$ cat src/rtl/fsdc_pkg.sv
`timescale 1ns / 1ps
// ----------------------------------------------------------------------------
// fsdc_pkg
// Shared types, constants and helpers of the single/double format converter.
// ----------------------------------------------------------------------------
package fsdc_pkg;

   localparam logic [7:0]  S_EXP_ALL  = 8'hFF;
   localparam logic [10:0] D_EXP_ALL  = 11'h7FF;
   localparam logic [10:0] D_REBIAS   = 11'd896;   // 1023 - 127
   localparam logic [10:0] D_HUGE     = 11'd1150;  // 1023 + 127
   localparam logic [10:0] D_TINY     = 11'd873;   // 1023 - 150
   localparam logic [10:0] D_EMIN     = 11'd897;   // 1023 - 126

   localparam logic CMD_S2D = 1'b0;
   localparam logic CMD_D2S = 1'b1;

   typedef struct packed {
      logic        cmd;
      logic        sign;
      logic        rnd;     // round from guard bit
      logic        shl;     // shift left, else right
      logic [4:0]  shamt;
      logic [24:0] mant;
      logic [10:0] expo;
   } dec_type;

   // Leading zeros of a 23-bit fraction (input non-zero).
   function automatic logic [4:0] lzc23(input logic [22:0] f);
      logic [4:0] n;
      n = 5'd0;
      for (int i = 0; i < 23; i++) begin
         if (f[i]) begin
            n = 5'(22 - i);
         end
      end
      return n;
   endfunction

endpackage

$ cat src/rtl/fsdc_if.sv
`timescale 1ns / 1ps
// ----------------------------------------------------------------------------
// fsdc_req_if / fsdc_rsp_if
// Valid/ready channels for operands and converted results.
// ----------------------------------------------------------------------------
interface fsdc_req_if;
   logic        valid;
   logic        ready;
   logic        cmd;
   logic [63:0] operand;
   modport source (output valid, cmd, operand, input ready);
   modport sink   (input valid, cmd, operand, output ready);
endinterface

interface fsdc_rsp_if;
   logic        valid;
   logic        ready;
   logic [63:0] converted;
   modport source (output valid, converted, input ready);
   modport sink   (input valid, converted, output ready);
endinterface

$ cat src/rtl/fsdc_decode.sv
`timescale 1ns / 1ps
// ----------------------------------------------------------------------------
// fsdc_decode
// Stage 1: classify the operand, pick exponent and shift.
// ----------------------------------------------------------------------------
module fsdc_decode
   import fsdc_pkg::*;
(
   input  logic        clock,
   input  logic        reset,
   input  logic        in_valid,
   output logic        in_ready,
   input  logic        cmd,
   input  logic [63:0] operand,
   output logic        out_valid,
   input  logic        out_ready,
   output dec_type     out_data
);

   logic    valid_ff;
   dec_type data_ff, data_in;
   logic [7:0]  se;
   logic [22:0] sf;
   logic [10:0] de;
   logic [4:0]  lz;
   logic [10:0] dshift;

   assign se     = operand[30:23];
   assign sf     = operand[22:0];
   assign de     = operand[62:52];
   assign lz     = lzc23(sf);
   assign dshift = D_EMIN - de;

   always_comb begin
      data_in       = '0;
      data_in.cmd   = cmd;
      if (cmd == CMD_S2D) begin
         data_in.sign = operand[31];
         data_in.mant = {2'b00, sf};
         if (se == S_EXP_ALL) begin
            data_in.expo = D_EXP_ALL;
         end else if (se == 8'd0) begin
            if (sf != 23'd0) begin
               data_in.shl   = 1'b1;
               data_in.shamt = lz + 5'd1;
               data_in.expo  = D_REBIAS - {6'd0, lz};
            end
         end else begin
            data_in.expo = {3'd0, se} + D_REBIAS;
         end
      end else begin
         data_in.sign = operand[63];
         if (de == D_EXP_ALL) begin
            data_in.expo = {3'd0, S_EXP_ALL};
            data_in.mant = {2'b00, operand[51:29]};
         end else if (de > D_HUGE) begin
            data_in.expo = {3'd0, S_EXP_ALL};
         end else if (de < D_TINY) begin
            data_in.expo = '0;
         end else if (de < D_EMIN) begin
            data_in.rnd   = 1'b1;
            data_in.mant  = {1'b1, operand[51:28]};
            data_in.shamt = dshift[4:0];
         end else begin
            data_in.rnd  = 1'b1;
            data_in.mant = {1'b0, operand[51:28]};
            data_in.expo = de - D_REBIAS;
         end
      end
   end

   assign in_ready  = !valid_ff || out_ready;
   assign out_valid = valid_ff;
   assign out_data  = data_ff;

   always_ff @(posedge clock) begin
      if (reset) begin
         valid_ff <= 1'b0;
      end else if (in_ready) begin
         valid_ff <= in_valid;
      end
      if (in_ready && in_valid) begin
         data_ff <= data_in;
      end
   end

endmodule

$ cat src/rtl/fsdc_align.sv
`timescale 1ns / 1ps
// ----------------------------------------------------------------------------
// fsdc_align
// Stage 2: normalising left shift or denormal right shift.
// ----------------------------------------------------------------------------
module fsdc_align
   import fsdc_pkg::*;
(
   input  logic    clock,
   input  logic    reset,
   input  logic    in_valid,
   output logic    in_ready,
   input  dec_type in_data,
   output logic    out_valid,
   input  logic    out_ready,
   output dec_type out_data
);

   logic    valid_ff;
   dec_type data_ff, data_in;

   always_comb begin
      data_in = in_data;
      if (in_data.shl) begin
         data_in.mant = in_data.mant << in_data.shamt;
      end else begin
         data_in.mant = in_data.mant >> in_data.shamt;
      end
   end

   assign in_ready  = !valid_ff || out_ready;
   assign out_valid = valid_ff;
   assign out_data  = data_ff;

   always_ff @(posedge clock) begin
      if (reset) begin
         valid_ff <= 1'b0;
      end else if (in_ready) begin
         valid_ff <= in_valid;
      end
      if (in_ready && in_valid) begin
         data_ff <= data_in;
      end
   end

endmodule

$ cat src/rtl/fsdc_round.sv
`timescale 1ns / 1ps
// ----------------------------------------------------------------------------
// fsdc_round
// Stage 3: guard-bit rounding, exponent carry and packing.
// ----------------------------------------------------------------------------
module fsdc_round
   import fsdc_pkg::*;
(
   input  logic        clock,
   input  logic        reset,
   input  logic        in_valid,
   output logic        in_ready,
   input  dec_type     in_data,
   output logic        out_valid,
   input  logic        out_ready,
   output logic [63:0] out_data
);

   logic        valid_ff;
   logic        cmd_ff;
   logic [63:0] data_ff, data_in;
   logic [24:0] sum;
   logic        carry;
   logic [22:0] frac;
   logic [7:0]  e8;

   assign sum   = {1'b0, in_data.mant[23:0]} + 25'd1;
   assign carry = in_data.rnd && sum[24];
   assign e8    = in_data.expo[7:0] + {7'd0, carry};

   always_comb begin
      if (!in_data.rnd) begin
         frac = in_data.mant[22:0];
      end else if (carry) begin
         frac = '0;
      end else begin
         frac = sum[23:1];
      end
      if (in_data.cmd == CMD_S2D) begin
         data_in = {in_data.sign, in_data.expo, frac, 29'd0};
      end else begin
         data_in = {32'd0, in_data.sign, e8, frac};
      end
   end

   assign in_ready  = !valid_ff || out_ready;
   assign out_valid = valid_ff;
   assign out_data  = data_ff;

   always_ff @(posedge clock) begin
      if (reset) begin
         valid_ff <= 1'b0;
      end else if (in_ready) begin
         valid_ff <= in_valid;
      end
      if (in_ready && in_valid) begin
         data_ff <= data_in;
         cmd_ff  <= in_data.cmd;
      end
   end

   a_single_upper_zero : assert property (@(posedge clock) disable iff (reset)
      valid_ff && cmd_ff == CMD_D2S |-> data_ff[63:32] == 32'd0)
      else $error("single result with upper bits set");

   a_stall_keeps : assert property (@(posedge clock) disable iff (reset)
      valid_ff && !out_ready |=> valid_ff && $stable(data_ff))
      else $error("stalled result lost");

   a_reset_empty : assert property (@(posedge clock)
      $past(reset) |-> !valid_ff)
      else $error("result valid after reset");

endmodule

$ cat src/rtl/fp_single_double_convert_core.sv
`timescale 1ns / 1ps
// ----------------------------------------------------------------------------
// fp_single_double_convert_core
// IEEE 754 single <-> double conversion, three-stage pipeline.
//
//   channel  dir  payload
//   req      in   cmd, operand[63:0]
//   rsp      out  converted[63:0]
//
// Registered stages decode, align shift and round; one transaction per cycle
// sustained while rsp accepts. Synchronous active-high reset empties the
// pipeline. Each stage holds its transaction while the next one stalls; a
// stall at rsp backs up stage by stage to req.ready.
// ----------------------------------------------------------------------------
module fp_single_double_convert_core
   import fsdc_pkg::*;
(
   input logic       clock,
   input logic       reset,
   fsdc_req_if.sink  req_chan,
   fsdc_rsp_if.source rsp_chan
);

   logic    v1, r1, v2, r2;
   dec_type d1, d2;

   fsdc_decode u_decode (
      .clock     (clock),
      .reset     (reset),
      .in_valid  (req_chan.valid),
      .in_ready  (req_chan.ready),
      .cmd       (req_chan.cmd),
      .operand   (req_chan.operand),
      .out_valid (v1),
      .out_ready (r1),
      .out_data  (d1)
   );

   fsdc_align u_align (
      .clock     (clock),
      .reset     (reset),
      .in_valid  (v1),
      .in_ready  (r1),
      .in_data   (d1),
      .out_valid (v2),
      .out_ready (r2),
      .out_data  (d2)
   );

   fsdc_round u_round (
      .clock     (clock),
      .reset     (reset),
      .in_valid  (v2),
      .in_ready  (r2),
      .in_data   (d2),
      .out_valid (rsp_chan.valid),
      .out_ready (rsp_chan.ready),
      .out_data  (rsp_chan.converted)
   );

endmodule
$ cat src/flat_wrapper.sv
// flat-port wrapper written by rule: the top's interface ports become plain ports
module fp_single_double_convert_core_flat import fsdc_pkg::*;
  (clock, reset, req_chan_valid, req_chan_cmd, req_chan_operand, req_chan_ready, rsp_chan_valid, rsp_chan_converted, rsp_chan_ready);
  fsdc_req_if req_chan_i ();
  fsdc_rsp_if rsp_chan_i ();
  input logic clock;
  input logic reset;
  input wire logic [$bits(req_chan_i.valid)-1:0] req_chan_valid;
  input wire logic [$bits(req_chan_i.cmd)-1:0] req_chan_cmd;
  input wire logic [$bits(req_chan_i.operand)-1:0] req_chan_operand;
  output wire logic [$bits(req_chan_i.ready)-1:0] req_chan_ready;
  output wire logic [$bits(rsp_chan_i.valid)-1:0] rsp_chan_valid;
  output wire logic [$bits(rsp_chan_i.converted)-1:0] rsp_chan_converted;
  input wire logic [$bits(rsp_chan_i.ready)-1:0] rsp_chan_ready;
  assign req_chan_i.valid = req_chan_valid;
  assign req_chan_i.cmd = req_chan_cmd;
  assign req_chan_i.operand = req_chan_operand;
  assign req_chan_ready = req_chan_i.ready;
  assign rsp_chan_valid = rsp_chan_i.valid;
  assign rsp_chan_converted = rsp_chan_i.converted;
  assign rsp_chan_i.ready = rsp_chan_ready;
  fp_single_double_convert_core u_core (.clock(clock), .reset(reset), .req_chan(req_chan_i), .rsp_chan(rsp_chan_i));
endmodule
$ cat config.mk
export PLATFORM = sky130hd
export DESIGN_NAME = fp_single_double_convert_core_flat
export DESIGN_NICKNAME = d
export VERILOG_FILES = /design/src/rtl/fsdc_pkg.sv /design/src/rtl/fsdc_if.sv /design/src/rtl/fsdc_decode.sv /design/src/rtl/fsdc_align.sv /design/src/rtl/fsdc_round.sv /design/src/rtl/fp_single_double_convert_core.sv /design/src/flat_wrapper.sv
export SDC_FILE = /design/constraint.sdc
export NUM_CORES = 1
export LEC_CHECK = 0
export BUFFER_PORTS_ARGS = -buffer_cell sky130_fd_sc_hd__buf_4
export CORE_MARGIN = 10
export CORE_UTILIZATION = 59
export CTS_CLUSTER_SIZE = 12
export DETAILED_ROUTE_END_ITERATION = 12
export PLACE_DENSITY = 0.82
export SETUP_SLACK_MARGIN = 0.05
export SYNTH_ARGS = -nofsm -noshare
export SYNTH_HDL_FRONTEND = slang
export SYNTH_SLANG_ARGS = --single-unit
$ cat constraint.sdc
create_clock -name clock -period 4.8 [get_ports clock]
set_input_delay 0.72 -clock clock [delete_from_list [all_inputs] [get_ports clock]]
set_output_delay 0.72 -clock clock [all_outputs]
set_load 0.02 [all_outputs]
# Yosys cells after proc, flatten, opt, wreduce, memory -nomap -nowiden
# Cells that the tools add are included.
[totals]
input_bits = 69
word_cells = 95
register_bits = 150
out_inout_bits = 66
[op_classes]
magnitude_cmp = 3
eq_ne = 2
n_bitwise = 2
n_mux = 45
shifts = 2
n_reduce_logical = 15
addsub = 7
[ops]
columns = ["op", "count"]
rows = [
  ["5-bit 2-to-1 mux", 27],
  ["11-bit 2-to-1 mux", 6],
  ["30-bit 2-to-1 mux", 2],
  ["23-bit 2-to-1 mux", 2],
  ["41-bit 2-to-1 mux", 1],
  ["36-bit 2-to-1 mux", 1],
  ["32-bit 2-to-1 mux", 1],
  ["24-bit by 1-bit adder with 25-bit output, second input constant", 1],
  ["25-bit 2-to-1 mux", 1],
  ["25-bit by 5-bit left shift with 24-bit output", 1],
  ["25-bit by 5-bit right shift with 24-bit output", 1],
  ["24-bit 2-to-1 mux", 1],
  ["23-bit nonzero test", 1],
  ["11-bit by 10-bit less-than comparator with 1-bit output, second input constant", 2],
  ["8-bit by 10-bit adder with 11-bit output, second input constant", 1],
  ["11-bit == test, second input constant", 1],
  ["11-bit > comparator, second input constant", 1],
  ["10-bit by 5-bit subtractor with 11-bit output, first input constant", 1],
  ["11-bit by 10-bit subtractor with 11-bit output, second input constant", 1],
  ["8-bit by 1-bit adder with 8-bit output", 1],
  ["8-bit == test, second input constant", 1],
  ["8-bit logical NOT", 1],
  ["6-bit 2-to-1 mux", 1],
  ["3-bit OR reduction", 2],
  ["8 further kinds", 17],
]

# Longest topological paths before layout
[logic_depth]
depth_word = 28
ltp_mapped = 12
depth_no_buf = 12

# By module
# From an unflattened synthesis, not the netlist that was laid out.
[unflattened]
cells_unflattened = 964
area_unflattened_um2 = 10182.3
[by_module_without_submodules]
columns = ["mod", "area_each_um2", "seq_area_each_um2", "cells_per_inst", "n_inst"]
rows = [
  ["fsdc_align", 4108.9, 1371.3, 398, 1],
  ["fsdc_round", 3219.3, 1941.9, 285, 1],
  ["fsdc_decode", 2854.0, 1371.3, 281, 1],
]

# Worst setup path after synthesis
# Ideal clock, no wire load.
[synth_path]
path_kind = "in2reg"
start = "in rsp_chan_ready"
end = "reg u_core.u_round.data_ff[0], in the netlist u_core.u_round.out_data[0] (enable)"
setup_slack_ps = 650
path_stages = 2
arrival_time_ps = 3656
t_required_ps = 4306
setup_ps = 494
path_cell_list = "nor2b_1 > nor2b_1"
[synth_via]
elab_chain_cells = 2
[synth_lines]
columns = ["element", "line_no", "rtl"]
rows = [
  ["start: declaration", "flat_wrapper.sv:14", "input wire logic [$bits(rsp_chan_i.ready)-1:0] rsp_chan_ready;"],
  ["1-bit logical OR", "fsdc_round.sv:46", "assign in_ready = !valid_ff || out_ready;"],
  ["1-bit logical AND", "fsdc_round.sv:56", "if (in_ready && in_valid) begin"],
  ["end signal: assignment", "fsdc_round.sv:57", "data_ff <= data_in;"],
  ["end: declaration", "fsdc_round.sv:21", "logic [63:0] data_ff, data_in;"],
]
# No other way between the ends.
# A chain may end at the register's enable or synchronous reset.

# Worst setup path in the final report
[layout_path]
start = "reg u_core.u_align.data_ff (netlist bit u_core.u_align.out_data[11])"
end = "reg u_core.u_round.data_ff[30], in the netlist u_core.u_round.out_data[30] (data pin)"
[layout_via]
elab_chain_cells = 5
elab_cells_between_ends = 6
[layout_lines]
columns = ["element", "line_no", "rtl"]
rows = [
  ["start: declaration", "fsdc_align.sv:20", "dec_type data_ff, data_in;"],
  ["start signal: assignment", "fsdc_align.sv:42", "data_ff <= data_in;"],
  ["24-bit by 1-bit adder with 25-bit output (*)", "fsdc_round.sv:27", "assign sum = {1'b0, in_data.mant[23:0]} + 25'd1;"],
  ["branches (longest 3 deep; another with 8-bit by 1-bit adder with 8-bit output)", "n/a", ""],
  ["32-bit 2-to-1 mux (*)", "fsdc_round.sv:39", "if (in_data.cmd == CMD_S2D) begin"],
  ["named net u_core.u_round.data_in[30]", "fsdc_round.sv:21", ""],
]
# Mark *: on every way through the listed nets, which the timed path passes.

==> results.sh <==
export IMPL_fillers=1123
export IMPL_grt_pass1_vias=7298
export IMPL_area_growth_pct=17.8
export IMPL_finClkSkew_ns=0.00903
export IMPL_synth_edff_count=147
export IMPL_setup_viol=0
export IMPL_fin_tns_setup_ns=0
export IMPL_initial_core_util_pct=60.6
export IMPL_cts_path_max_buffers=2
export IMPL_max_freq_ghz=0.326
export IMPL_critPathKind="reg -> reg"
export IMPL_design_core_area_mm2=0.0159
export IMPL_min_path_cells=0
export IMPL_fin_crit_sh_pct=64.0
export IMPL_netlist_area_mm2=0.00966
export IMPL_synth_seq_cells=150
export IMPL_yosysUniqueCellTypes=75
export IMPL_cp_arrival_ns=3.23
export IMPL_cts_made_buffers=17
export IMPL_dp_hpwl_um=17900
export IMPL_yosys_area_share_simple_pct=17.7
export IMPL_ys_flop_type="edfxtp_1"
export IMPL_slew_limit_headroom_pct=22.7
export IMPL_grt_use_total_pct=22.0
export IMPL_leakage_nw=4.17
export IMPL_most_common_layout_cells="147 x buf_4, 147 x edfxtp_1, 120 x nor2_1"
export IMPL_nets=1067
export IMPL_ctsHoldBuffers=0
export IMPL_synthMuxAreaShare_pct=15.0
export IMPL_finalHoldViolations=0
export IMPL_seq_area_frac_synth_pct=46.3
export IMPL_p_total_w=0.00361
export IMPL_row_count=46
export IMPL_vdd_drop_max_mv=0.225
export IMPL_cp_data_required_time_ns=4.95
export IMPL_cts_resized=0
export IMPL_cts_tree="built"
export IMPL_utilization_pct=71.4
export IMPL_ys_warn_count=0
export IMPL_htree_num_levels=4
export IMPL_period_needed_ns=3.07
export IMPL_diodes=0
export IMPL_clock_sinks=150
export IMPL_critPathMaxFanout=8
export IMPL_synth_top_family_by_area="simple AND/OR/NAND/NOR gates"
export IMPL_postSynthNetCount=963
export IMPL_drc=0
export IMPL_fp_dieH_um=148
export IMPL_antenna_found_initial=0
export IMPL_rsz0062_at_grt="no"
export IMPL_slew_violations=0
export IMPL_clk_pin_slew_ns=0.06
export IMPL_cts_setup_buffers=0
export IMPL_crit_path_end_kind="register"
export IMPL_portBuffers=134
export IMPL_grt_start_max_net_pins=66
export IMPL_netlist_instances=884
export IMPL_place_gp_congestion=0.964
export IMPL_ant_nets=0
export IMPL_initialDrtViolationCount=820
export IMPL_power_density_mw_per_mm2=317
export IMPL_setup_slack_ns=1.73
export IMPL_grt_pass1_wl_um=38900
export IMPL_hold_class="reg -> reg"
export IMPL_post_drt_wl_per_cell_um=19.8
export IMPL_grt_overflow_total=0
export IMPL_synth_fa_ha_area_share_pct=1.30
export IMPL_maxCapViolations=0
export IMPL_num_vias=7696
export IMPL_ys_async_sr_fraction_pct=0
export IMPL_cp_start_kind="register"
export IMPL_dp_slack_ns=1.72
export IMPL_avgSynthCellArea_um2=10.9
export IMPL_tightest_slew_ns=1.16
export IMPL_status="complete, no violations"
export IMPL_r2r_cells=12
export IMPL_dieArea_mm2=0.0219
export IMPL_synth_compound_area_share_pct=14.2
export IMPL_io_pins=135
export IMPL_drt_total_wl_um=24100
export IMPL_firstDrtPassIters=5
export IMPL_clock_latency_ns=0.42
export IMPL_synth_xor_area_share_pct=1.81
export IMPL_cts_root_buf="clkbuf_16"
export IMPL_layout_drive_gt1_share_pct=26.0
export IMPL_via_per_inst=6.32
export IMPL_die_x_um=148
[path summary, 6_finish.rpt]
kind | end | startpoint | slack (ns)
setup / recovery | u_core.u_round.out_data[30] | u_core.u_align.out_data[11] | 1.73
hold / removal | u_core.u_align.out_data[4] | u_core.u_decode.out_data[4] | 0.42
setup reg to reg | u_core.u_round.out_data[30] | u_core.u_align.out_data[11] | 1.73
hold reg to reg | u_core.u_align.out_data[4] | u_core.u_decode.out_data[4] | 0.42
[worst max-delay path: stages (launching register included)]
cell and delay (ns):
edfxtp_1 0.40, ha_1 0.24, nand4_1 0.20, or4_4 0.59
nor2_4 0.15, nand3_2 0.18, nor2_1 0.19, ha_1 0.20
and3_1 0.23, nand3_1 0.14, xnor2_1 0.14, nand2_1 0.06
o21ai_0 0.07
[cells in the mapped netlist (13+ instances only)]
library cell	count	share of area [%]
nand3_1	27	1.4
nor2b_1	39	2.5
xnor2_1	13	1.2
buf_2	13	0.67
mux2_2	21	2.4
nor2_1	120	4.7
a221oi_1	24	2.2
nand2_1	43	1.7
clkbuf_1	40	1.6
a21oi_1	41	2.1
inv_1	23	0.89
edfxtp_1	147	46
mux4_2	37	8.6
a211oi_1	14	1.1
nand4_1	14	0.91
o21ai_0	23	1.2
mux2i_1	38	3.9
nor3_1	15	0.78
[state kept, by name, summed over array words and instances, names as in the netlist]
register	flops
u_core.u_align.out_data	38
u_core.u_round.out_valid	1
u_core.u_round.out_data	64
u_core.u_align.out_valid	1
u_core.u_decode.out_data	45
u_core.u_decode.out_valid	1
[per-layer routing]
| metal | part of all wire (%) | vias to the layer above | track usage, % | routed length [µm] |
|---|---|---|---|---|
| met1 | 40 | 3581 | 27.6 | 9650 |
| met2 | 48 | 420 | 35.4 | 11500 |
| met3 | 8.8 | 48 | 5.89 | 2110 |
| li1 | - | 3647 | - | - |
| met5 | 0 | - | 0 | 0 |
| met4 | 3.3 | 0 | 8.92 | 786 |
[per-stage QoR]
step           std cells  area [µm²]  hold slack, ns
3_3_place_gp        1185       10800           0.401
4_1_cts             1217       11400           0.421
5_1_grt             1217       11400           0.425
6_report            1217       11400           0.417
3_5_place_dp        1185       10800           0.409
2_1_floorplan        884        9660           0.400
[report_power, final]
part / switching [W] / total, W / internal [W]
combinational: 0.000381 / 0.000689 / 0.000309
clock: 0.000525 / 0.00130 / 0.000775
sequential: 0.0000803 / 0.00162 / 0.00154
[cells by family (layout without fill, tap and decap cells)]
family	count (synthesis)	count (layout)
AO/OA/AOI/OAI	193	193
XOR/XNOR	20	20
adder cells (fa/ha/maj)	10	10
buffers and inverters	86	203
flip-flops	150	150
multiplexers	96	96
AND/OR/NAND/NOR	329	329
[area by class of cell]
type	count	area, µm²	share of cell area [%]
multi-input cells	648	4860	42.7
flip-flops and latches	150	4470	39.3
repair buffers	147	1100	9.70
clock buffers	20	437	3.84
well taps	216	270	2.37
clock inverters	12	144	1.26
inverters	24	90.1	0.791
Note: power is estimated with default switching activity, not from simulation.
